--- src/sv/mavg_pkg.sv ---
// Shared constants and types for the moving-average ring buffer.
// No dependencies; every other source file imports this package.
package mavg_pkg;

  localparam int MAX_DEPTH   = 64;
  localparam int SAMPLE_BITS = 16;

  localparam int PTR_W     = $clog2(MAX_DEPTH);
  localparam int LEN_W     = $clog2(MAX_DEPTH + 1);
  localparam int SUM_W     = SAMPLE_BITS + LEN_W;
  localparam int CFG_W     = 7;
  localparam int FILL_W    = 7;
  localparam int OUT_SUM_W = 22;
  localparam int STEP_W    = $clog2(SUM_W + 1);

  typedef enum logic {
    CMD_PUT = 1'b0,
    CMD_GET = 1'b1
  } cmd_t;

  localparam logic STATUS_OK    = 1'b0;
  localparam logic STATUS_EMPTY = 1'b1;

endpackage

--- src/sv/moving_average_ring_buffer.sv ---
// Moving-average ring buffer, top level.
// Depends on mavg_pkg, mavg_ram and mavg_div.
//
// Input channel (in_valid / in_stall): command and sample. A put stores the
//   sample, dropping the oldest one first when the window is full; a get pops
//   the oldest sample, or reports status empty when none is held.
// Output channel (out_valid / out_stall): one result per input transfer:
//   status, popped value, fill count, window sum and average (sum / count
//   truncated toward zero, 0 when empty).
// Config channel (cfg_valid / cfg_ready, data on window_length): window
//   length; 0 acts as 1, above the store depth acts as the depth. A write
//   restarts the ring (pointers, count and sum cleared).
// Timing: one item at a time: accept, a read-modify-write step on the store,
//   23 divide steps (SUM_W), the quotient taken when the divider is done, then
//   the output register loaded. The next input is taken only after the result
//   is loaded. A step that leaves the window empty skips the divide.
// Reset (rst, synchronous): ring empty, window length at full depth, output
//   channel empty. The store itself is not cleared; only held entries are read.
// Stall: a finished result waits in the output register; the next input is
//   already taken and processed, but its result waits until the slot frees.
module moving_average_ring_buffer
  import mavg_pkg::*;
(
  input  logic                          clk,
  input  logic                          rst,

  input  logic                          cfg_valid,
  output logic                          cfg_ready,
  input  logic [CFG_W-1:0]              window_length,

  input  logic                          in_valid,
  output logic                          in_stall,
  input  logic                          command,
  input  logic signed [SAMPLE_BITS-1:0] sample,

  output logic                          out_valid,
  input  logic                          out_stall,
  output logic                          status,
  output logic signed [SAMPLE_BITS-1:0] popped_value,
  output logic [FILL_W-1:0]             fill_count,
  output logic signed [OUT_SUM_W-1:0]   window_sum,
  output logic signed [SAMPLE_BITS-1:0] average
);

  typedef enum logic [1:0] {
    S_IDLE,
    S_UPD,
    S_DIV,
    S_OUT
  } state_t;

  state_t                        state;
  logic [LEN_W-1:0]              len_act;
  logic [PTR_W-1:0]              wr_ptr;
  logic [PTR_W-1:0]              rd_ptr;
  logic [LEN_W-1:0]              count;
  logic signed [SUM_W-1:0]       sum;
  cmd_t                          cmd_r;
  logic signed [SAMPLE_BITS-1:0] sample_r;
  logic                          status_r;
  logic signed [SAMPLE_BITS-1:0] popped_r;
  logic signed [SAMPLE_BITS-1:0] avg_r;

  // read-modify-write terms, valid in S_UPD
  logic                          is_put;
  logic                          full;
  logic                          held;
  logic                          drop;
  logic signed [SAMPLE_BITS-1:0] rdata;
  logic signed [SUM_W-1:0]       sum_next;
  logic [LEN_W-1:0]              count_next;
  logic [PTR_W-1:0]              wr_ptr_next;
  logic [PTR_W-1:0]              rd_ptr_next;
  logic [LEN_W-1:0]              len_cfg;

  logic                          in_xfer;
  logic                          cfg_xfer;
  logic                          out_free;
  logic                          div_start;
  logic                          div_done;
  logic signed [SAMPLE_BITS-1:0] div_quo;

  function automatic logic [PTR_W-1:0] advance(input logic [PTR_W-1:0] p,
                                               input logic [LEN_W-1:0] len);
    logic [LEN_W:0] n;
    n = {1'b0, LEN_W'(p)} + (LEN_W+1)'(1);
    return (n >= {1'b0, len}) ? '0 : n[PTR_W-1:0];
  endfunction

  assign cfg_ready = (state == S_IDLE);
  assign cfg_xfer  = cfg_valid && cfg_ready;
  // config has priority; an input is only taken when no config is offered
  assign in_stall  = (state != S_IDLE) || cfg_valid;
  assign in_xfer   = in_valid && !in_stall;
  assign out_free  = !out_valid || !out_stall;

  // clamp the written length into 1..MAX_DEPTH
  always_comb begin
    if (window_length == '0) begin
      len_cfg = LEN_W'(1);
    end else if (int'(window_length) > MAX_DEPTH) begin
      len_cfg = LEN_W'(MAX_DEPTH);
    end else begin
      len_cfg = LEN_W'(window_length);
    end
  end

  always_comb begin
    is_put = (cmd_r == CMD_PUT);
    full   = (count >= len_act);
    held   = (count != '0);
    drop   = is_put ? full : held;

    sum_next = sum;
    if (drop) begin
      sum_next = sum_next - SUM_W'(rdata);
    end
    if (is_put) begin
      sum_next = sum_next + SUM_W'(sample_r);
    end

    count_next = count;
    if (is_put && !full) begin
      count_next = count + LEN_W'(1);
    end else if (!is_put && held) begin
      count_next = count - LEN_W'(1);
    end

    rd_ptr_next = drop   ? advance(rd_ptr, len_act) : rd_ptr;
    wr_ptr_next = is_put ? advance(wr_ptr, len_act) : wr_ptr;
  end

  assign div_start = (state == S_UPD) && (count_next != '0);

  mavg_ram u_ram (
    .clk   (clk),
    .we    (state == S_UPD && is_put),
    .waddr (wr_ptr),
    .wdata (sample_r),
    .raddr (rd_ptr),
    .rdata (rdata)
  );

  mavg_div u_div (
    .clk      (clk),
    .rst      (rst),
    .start    (div_start),
    .dividend (sum_next),
    .divisor  (count_next),
    .done     (div_done),
    .quotient (div_quo)
  );

  always_ff @(posedge clk) begin
    if (rst) begin
      state     <= S_IDLE;
      len_act   <= LEN_W'(MAX_DEPTH);
      wr_ptr    <= '0;
      rd_ptr    <= '0;
      count     <= '0;
      sum       <= '0;
      out_valid <= 1'b0;
    end else begin
      // load a new result, or drop the one just transferred
      if (state == S_OUT && out_free) begin
        out_valid <= 1'b1;
      end else if (out_valid && !out_stall) begin
        out_valid <= 1'b0;
      end
      unique case (state)
        S_IDLE: begin
          if (cfg_xfer) begin
            len_act <= len_cfg;
            wr_ptr  <= '0;
            rd_ptr  <= '0;
            count   <= '0;
            sum     <= '0;
          end else if (in_xfer) begin
            // store read of the oldest entry is issued this cycle
            state <= S_UPD;
          end
        end
        S_UPD: begin
          sum    <= sum_next;
          count  <= count_next;
          rd_ptr <= rd_ptr_next;
          wr_ptr <= wr_ptr_next;
          state  <= (count_next != '0) ? S_DIV : S_OUT;
        end
        S_DIV: begin
          if (div_done) begin
            state <= S_OUT;
          end
        end
        S_OUT: begin
          if (out_free) begin
            state <= S_IDLE;
          end
        end
        default: state <= S_IDLE;
      endcase
    end
  end

  // payload registers
  always_ff @(posedge clk) begin
    if (in_xfer) begin
      cmd_r    <= cmd_t'(command);
      sample_r <= sample;
    end
    if (state == S_UPD) begin
      status_r <= (!is_put && !held) ? STATUS_EMPTY : STATUS_OK;
      popped_r <= (!is_put && held) ? rdata : '0;
      avg_r    <= '0;
    end else if (state == S_DIV && div_done) begin
      avg_r <= div_quo;
    end
    if (state == S_OUT && out_free) begin
      status       <= status_r;
      popped_value <= popped_r;
      fill_count   <= FILL_W'(count);
      window_sum   <= OUT_SUM_W'(sum);
      average      <= avg_r;
    end
  end

endmodule

--- src/sv/mavg_ram.sv ---
// Sample store: one write port, one read port, registered read data.
// Depends on mavg_pkg for depth and sample width.
module mavg_ram
  import mavg_pkg::*;
(
  input  logic                          clk,
  input  logic                          we,
  input  logic [PTR_W-1:0]              waddr,
  input  logic signed [SAMPLE_BITS-1:0] wdata,
  input  logic [PTR_W-1:0]              raddr,
  output logic signed [SAMPLE_BITS-1:0] rdata
);

  logic signed [SAMPLE_BITS-1:0] mem [MAX_DEPTH];

  always_ff @(posedge clk) begin
    if (we) begin
      mem[waddr] <= wdata;
    end
  end

  always_ff @(posedge clk) begin
    rdata <= mem[raddr];
  end

endmodule

--- src/sv/mavg_div.sv ---
// Serial signed divider: sum / count, truncated toward zero, one bit a cycle.
// Depends on mavg_pkg for widths. Divisor must be nonzero.
module mavg_div
  import mavg_pkg::*;
(
  input  logic                          clk,
  input  logic                          rst,
  input  logic                          start,
  input  logic signed [SUM_W-1:0]       dividend,
  input  logic [LEN_W-1:0]              divisor,
  output logic                          done,
  output logic signed [SAMPLE_BITS-1:0] quotient
);

  logic              busy;
  logic [STEP_W-1:0] steps;
  logic              neg;
  logic [LEN_W-1:0]  dvs;
  logic [LEN_W-1:0]  rem;
  logic [SUM_W-1:0]  quo;

  logic [LEN_W:0]    rem_sh;
  logic              take;
  logic [LEN_W:0]    rem_sub;

  always_comb begin
    rem_sh  = {rem, quo[SUM_W-1]};
    take    = (rem_sh >= {1'b0, dvs});
    rem_sub = rem_sh - {1'b0, dvs};
  end

  always_ff @(posedge clk) begin
    if (rst) begin
      busy <= 1'b0;
      done <= 1'b0;
    end else begin
      done <= busy && (steps == STEP_W'(1));
      if (start) begin
        busy <= 1'b1;
      end else if (busy && (steps == STEP_W'(1))) begin
        busy <= 1'b0;
      end
    end
  end

  always_ff @(posedge clk) begin
    if (start) begin
      steps <= STEP_W'(SUM_W);
      neg   <= dividend[SUM_W-1];
      dvs   <= divisor;
      rem   <= '0;
      quo   <= dividend[SUM_W-1] ? SUM_W'(-dividend) : SUM_W'(dividend);
    end else if (busy) begin
      steps <= steps - STEP_W'(1);
      rem   <= take ? rem_sub[LEN_W-1:0] : rem_sh[LEN_W-1:0];
      quo   <= {quo[SUM_W-2:0], take};
    end
  end

  // magnitude quotient fits the sample width, so truncation after negation is exact
  assign quotient = neg ? SAMPLE_BITS'(-quo) : SAMPLE_BITS'(quo);

endmodule

--- config.mk ---
export PLATFORM = sky130hd
export DESIGN_NAME = moving_average_ring_buffer
export DESIGN_NICKNAME = d
export VERILOG_FILES = /design/src/sv/mavg_pkg.sv /design/src/sv/moving_average_ring_buffer.sv /design/src/sv/mavg_ram.sv /design/src/sv/mavg_div.sv
export SDC_FILE = /design/constraint.sdc
export NUM_CORES = 1
export LEC_CHECK = 0
export BUFFER_PORTS_ARGS = -buffer_cell sky130_fd_sc_hd__buf_2
export CAP_MARGIN = 10
export CORE_AREA = 2 2 478 480
export DETAILED_ROUTE_END_ITERATION = 8
export DIE_AREA = 0 0 480 482
export SETUP_SLACK_MARGIN = 0.02
export SKIP_CTS_REPAIR_TIMING = 1
export SYNTH_ARGS = -nofsm -noshare
export SYNTH_HDL_FRONTEND = slang
export SYNTH_SLANG_ARGS = --single-unit
--- constraint.sdc ---
create_clock -name clk -period 8.7 [get_ports clk]
set_input_delay 1.74 -clock clk [delete_from_list [all_inputs] [get_ports clk]]
set_output_delay 1.74 -clock clk [all_outputs]
set_load 0.03 [all_outputs]
==> flow_summary.ini, run 1 <==
[setup_path]
reg2reg_slack_ns = 2.29
arrival_ns = 6.92
r2r-start = count[0]
worstPathRequired_ns = 9.20
start_kind = register
r2r_cells = 22
crit_buf_inv = 3
critical_path.max_stage_delay_ns = 0.59
crit_chain = inv_1 -> ha_1 -> nand2b_1 -> a211o_1 -> a21o_1 -> nand2_1 -> buf_4 -> nand2_1 -> o21ai_0 -> ha_1 -> inv_1 -> fa_1 -> nand2b_1 -> a21o_1 -> a21boi_0 -> nor3_1 -> a311o_1 -> or4_4 -> or4b_4 -> or3_1 -> o2111a_1 -> a221o_1
cp_slowest_cell = or4_4
critPathMaxFanout = 39
cp-end-kind = register
path_class = reg2reg
r2r_end = u_div.quo[18]
crit_family = simple AND/OR/NAND/NOR gates

[synthesis]
syn_area_mm2 = 0.0518
ys_types = 79
yosysMostFrequentCell = edfxtp_1
synth_edf_count = 1151
yosys.area.top_type_share = 0.667
synth_top_cell_by_area = edfxtp_1
synth_seq_cells = 1249
async_flop_share = 0
synth_area_per_cell_um2 = 18.0
synth.area.top_cells = edfxtp_1, mux4_2, dfxtp_1
synth_ff_type = edfxtp_1
synth_cells = 2888
yosys_warnings = 0
synth_common_cells = edfxtp_1, mux4_2, nor2_1
seq_area_frac_synth = 0.705
synth_nets = 3006

[clocking]
clockBufferDepth = 3
clock_sinks = 1249
htree_num_levels = 4
clkTransAtPathRegs_ns = 0.06
clock_latency_ns = 0.75
cts_tree = done
cts_made_buffers = 131
cts_root_buffer = clkbuf_16

[run_status]
status = complete, no violations

[power]
power.density_mw_per_mm2 = 226
power_leakage_nw = 19.0
peakVddDrop_uv = 196

[timing]
rsz0062_at_grt = false
whs_ns = 0.414
slew_headroom = 0.194
setup_violations = 0
final_hold_viol_count = 0
period_share = 0.737
skew_ns = 0.0228
setup_tns_ns = 0
layout_min_cycle_time_ns = 6.41
fmax_mhz = 156
maxSlewViolCount = 0
tightest_slew_ns = 1.21

[detailed_routing]
totalWireLength_mm = 130
ant_nets = 0
drc_errors = 0
drt_first_pass_iters = 7
via_per_inst = 4.47
vias = 27636
drtIter0Drc = 2971
wl_per_cell_um = 21.1

[min_path]
min_to = popped_value[10]
hp-start = popped_r[10]
hold_class = reg2reg
min_path_cells = 0

[grt]
grt_pass1_vias = 27512
antenna_found_initial = 6
grt_max_degree = 123
grt_first_pass_wirelength_mm = 190
grt_usage = 0.110
gr-total-overflow = 0

[floorplanning]
io_pins = 94
die_area_mm2 = 0.231
coreArea_mm2 = 0.226
start_util = 0.229
dieWidth_um = 480
rows = 175
dieHeight_um = 482

[cells_and_area]
layout.nets = 3191
instances_no_fill = 6183
drive_gt1_frac = 0.233
syn2layout_area_growth_pct = 16.8
finish.utilization = 0.267

[placement]
dp.cells = 5949
port_buffers = 93
dp_hpwl_mm = 80.0
gp_congestion = 0.848

[flow_run]
drv_cap = 0
## report_power, final
group / switching (mW) / internal [mW] / total, mW
Clock: 2.32 / 3.07 / 5.39
Combinational: 0.958 / 0.500 / 1.46
Sequential: 0.108 / 6.75 / 6.86
## cells by family (layout without fill, tap and decap cells)
family	Yosys count	after routing	share of synthesized area
DFF	1249	1249	0.705
and+or+nand+nor	566	566	0.0515
muxes	359	359	0.151
AOI/OAI and AO/OA	352	352	0.0456
buffers and inverters	212	494	0.0156
adders and majority gates	89	89	0.0219
xor gates and xnor gates	61	61	0.0103
other	0	4	0
## through the flow
| stage | instance area, um^2 | total power, mW | setup WS (ns) |
|---|---|---|---|
| 4_1_cts | 60500 | 13.8 | 2.32 |
| 3_3_place_gp | 56400 | 8.41 | 2.33 |
| 5_1_grt | 60500 | 14.2 | 1.90 |
| 6_report | 60500 | 13.7 | 2.29 |
| 2_1_floorplan | 51800 | 7.96 | 1.86 |
| 3_5_place_dp | 56400 | 8.44 | 2.36 |
## worst max-delay path by stage
stage	to	depth (start not counted)	startpoint
3_3_place_gp	u_div.quo[17]	22	count[0]
5_1_grt	u_div.quo[18]	22	count[0]
2_1_floorplan	average[0]	1	out_stall
6_report	u_div.quo[18]	22	count[0]
3_5_place_dp	u_div.quo[18]	22	count[0]
4_1_cts	u_div.quo[18]	22	count[0]
## area by class of cell
| cell class | instances | area, um^2 |
|---|---|---|
| diodes | 4 | 10.0 |
| repair buffers | 197 | 1270 |
| inverters | 67 | 251 |
| fillers | 22680 | 166000 |
| well taps | 3009 | 3760 |
| flip-flops and latches | 1249 | 36500 |
| clock buffers | 168 | 3520 |
| multi-input cells | 1427 | 14600 |
| clock inverters | 62 | 613 |
## worst register-to-register path, delay by kind of cell (launching register included)
kind	cells	cell delay, ns
and+or+nand+nor	8	2.21
AOI/OAI and AO/OA	8	2.03
adders and majority gates	3	0.88
buffers and inverters	3	0.54
DFF	1	0.49
## registers in the layout (all words and copies together) (netlist names), 2 cells and up
name	count
average	16
avg_r	16
count	7
fill_count	7
len_act	7
popped_r	16
popped_value	16
rd_ptr	6
sample_r	16
state	2
sum	23
u_div.dvs	7
u_div.quo	23
u_div.rem	7
u_div.steps	5
u_ram.mem	1024
u_ram.rdata	16
window_sum	22
wr_ptr	6
## layout by cell type (no fill, tap or decap), types with 15 or more instances in the layout
master     count
clkinv_1      27
a21oi_1       82
a21o_1        29
nand2_1      139
xor2_1        31
clkbuf_1      31
nand2b_1      21
or3_1         15
xnor2_1       29
o21ai_0       55
mux4_2       336
ha_1          85
mux2i_1       18
nand3_1       37
a22oi_1       35
clkbuf_16    135
nor3_1        32
nor2_1       216
dfxtp_1       94
or4_1         19
buf_4        102
edfxtp_1    1151
a211oi_1      30
o211ai_1      28
and3_1        21
inv_1         65
nor2b_1       16
buf_2         93
## layer usage
layer | global-route usage | vias up | routed length [um]
met4 | 0.0288 | 2 | 2850
met5 | 0 | - | 16
met2 | 0.180 | 912 | 62500
li1 | - | 12062 | -
met3 | 0.0211 | 177 | 8070
met1 | 0.151 | 14483 | 57000
Power figures use the tool's default switching activity.
==> run 2, diff against run 1 <==
Clock period 8.7 ns to 5.9 ns, I/O delays scaled along.
==> flow_summary.ini, run 2 (synthesis gave the netlist of run 1 again) <==
[min_path]
min_path_cells = 0
min_to = popped_value[15]
hold_class = reg2reg
hp-start = popped_r[15]

[floorplanning]
rows = 175
start_util = 0.229
coreArea_mm2 = 0.226
die_area_mm2 = 0.231
io_pins = 94
dieWidth_um = 480
dieHeight_um = 482

[timing]
tightest_slew_ns = 1.16
setup_tns_ns = 0
skew_ns = 0.0275
maxSlewViolCount = 0
setup_violations = 0
slew_headroom = 0.223
whs_ns = 0.419
layout_min_cycle_time_ns = 5.61
period_share = 0.951
rsz0062_at_grt = false
final_hold_viol_count = 0
fmax_mhz = 178

[setup_path]
cp-end-kind = register
path_class = reg2reg
r2r-start = count[0]
worstPathRequired_ns = 6.40
r2r_cells = 21
arrival_ns = 6.11
cp_slowest_cell = or4_4
critical_path.max_stage_delay_ns = 0.57
reg2reg_slack_ns = 0.29
crit_chain = inv_1 -> ha_1 -> nand2b_1 -> a211o_1 -> a21o_1 -> nand2_2 -> nand2_1 -> o21ai_0 -> ha_2 -> inv_1 -> fa_1 -> nand2b_4 -> a21o_1 -> a21boi_2 -> nor3_1 -> a311o_1 -> or4_4 -> or4_4 -> or3_4 -> o2111a_1 -> or3_1
r2r_end = u_div.quo[17]
start_kind = register
critPathMaxFanout = 5

[clocking]
cts_root_buffer = clkbuf_16
clock_sinks = 1249
clockBufferDepth = 3
clkTransAtPathRegs_ns = 0.06
htree_num_levels = 4
cts_tree = done
clock_latency_ns = 0.76
cts_made_buffers = 132

[power]
seqPwrFrac = 0.497
peakVddDrop_uv = 312
power.density_mw_per_mm2 = 334
switching_power_mw = 5.08
power.internal_mw = 15.3
p_comb_frac = 0.108
switching_share = 0.249
power_leakage_nw = 19.2
power.share.clock = 0.395
power.total_mw = 20.4

[detailed_routing]
drc_errors = 0
drtIter0Drc = 3076
wl_per_cell_um = 21.8
totalWireLength_mm = 136
ant_nets = 0
drt_first_pass_iters = 6
vias = 28078
via_per_inst = 4.51

[cells_and_area]
reg.largest.list = u_ram.mem (1024), sum (23), u_div.quo (23)
drive_gt1_frac = 0.248
layout_commonest_cell = edfxtp_1
largest_register = u_ram.mem
layout.nets = 3232
syn2layout_area_growth_pct = 17.6
largest_reg_flops = 1024
fillers = 22626
mostFrequentLayoutCells = edfxtp_1, mux4_2, nor2_1

[grt]
antenna_found_initial = 8
grt_max_degree = 112
grt_first_pass_wirelength_mm = 197
grt_pass1_vias = 27886
gr-total-overflow = 0
grt_usage = 0.115

[placement]
dp_hpwl_mm = 83.5
gp_congestion = 0.867
port_buffers = 93

[flow_run]
drv_cap = 0

[run_status]
status = complete, no violations
## run 2: cell types whose count changed in the layout (fill, tap and decap cells not counted), moves of 2 or more
cell | previous run | this run
a211oi_1 | 30 | 28
a211oi_2 | 0 | 2
buf_12 | 2 | 5
buf_4 | 102 | 138
clkbuf_1 | 31 | 25
clkbuf_8 | 2 | 4
clkinv_1 | 27 | 30
clkinv_2 | 11 | 24
clkinv_8 | 3 | 1
diode_2 | 4 | 2
## run 2: per-layer routing
layer | vias to the layer above | track usage | share of wire
met5 | - | 0 | 0
met3 | 200 | 0.0216 | 0.067
met2 | 948 | 0.187 | 0.48
li1 | 12131 | - | -
met4 | 0 | 0.0333 | 0.024
met1 | 14799 | 0.156 | 0.43
## run 2: final cells by class
type | instances | area (um^2) | area share
flip-flops and latches | 1249 | 36500 | 0.599
multi-input cells | 1427 | 14600 | 0.239
well taps | 3009 | 3760 | 0.0618
clock buffers | 165 | 3550 | 0.0583
repair buffers | 237 | 1610 | 0.0265
clock inverters | 75 | 649 | 0.0107
inverters | 67 | 251 | 0.00413
diodes | 2 | 5.00 | 0.0000821
## run 2: worst max path at each step
stage,cells after the start,startpoint,end,slack (ns)
finish,21,count[0],u_div.quo[17],0.29
global route,21,count[0],u_div.quo[17],0.002
CTS,21,count[0],u_div.quo[17],0.10
detailed placement,21,count[0],u_div.quo[18],0.13
global placement,21,count[0],u_div.quo[17],0.13
floorplan,24,count[0],u_div.quo[17],0.04
## run 2: critical path, delay by kind of cell, from the launching register on
family                   cells  cell delay, ns
flip-flops                   1            0.33
adder cells (fa/ha/maj)      3            0.90
AND/OR/NAND/NOR              9            2.40
AO/OA/AOI/OAI                7            1.61
buffers and inverters        2            0.13
## run 2: power groups by stage
stage / clock network [mW] / logic, mW / registers [mW]
CTS: 8.22 / 2.18 / 10.1
finish: 8.04 / 2.19 / 10.1
global route: 8.57 / 2.42 / 10.1
floorplan: 0 / 1.42 / 10.3
global placement: 0 / 2.14 / 10.3
detailed placement: 0 / 2.17 / 10.3
## run 2: per-stage QoR
| step | instances | worst slack (ns) | cell area [um^2] | utilization |
|---|---|---|---|---|
| after floorplan | 2888 | 0.0426 | 51800 | - |
| after global placement | 5987 | 0.128 | 56700 | 0.250 |
| after detailed placement | 5987 | 0.133 | 56700 | 0.250 |
| after CTS | 6227 | 0.105 | 60900 | 0.269 |
| after global routing | 6229 | 0.00181 | 61000 | 0.269 |
| final | 6231 | 0.289 | 61000 | 0.269 |
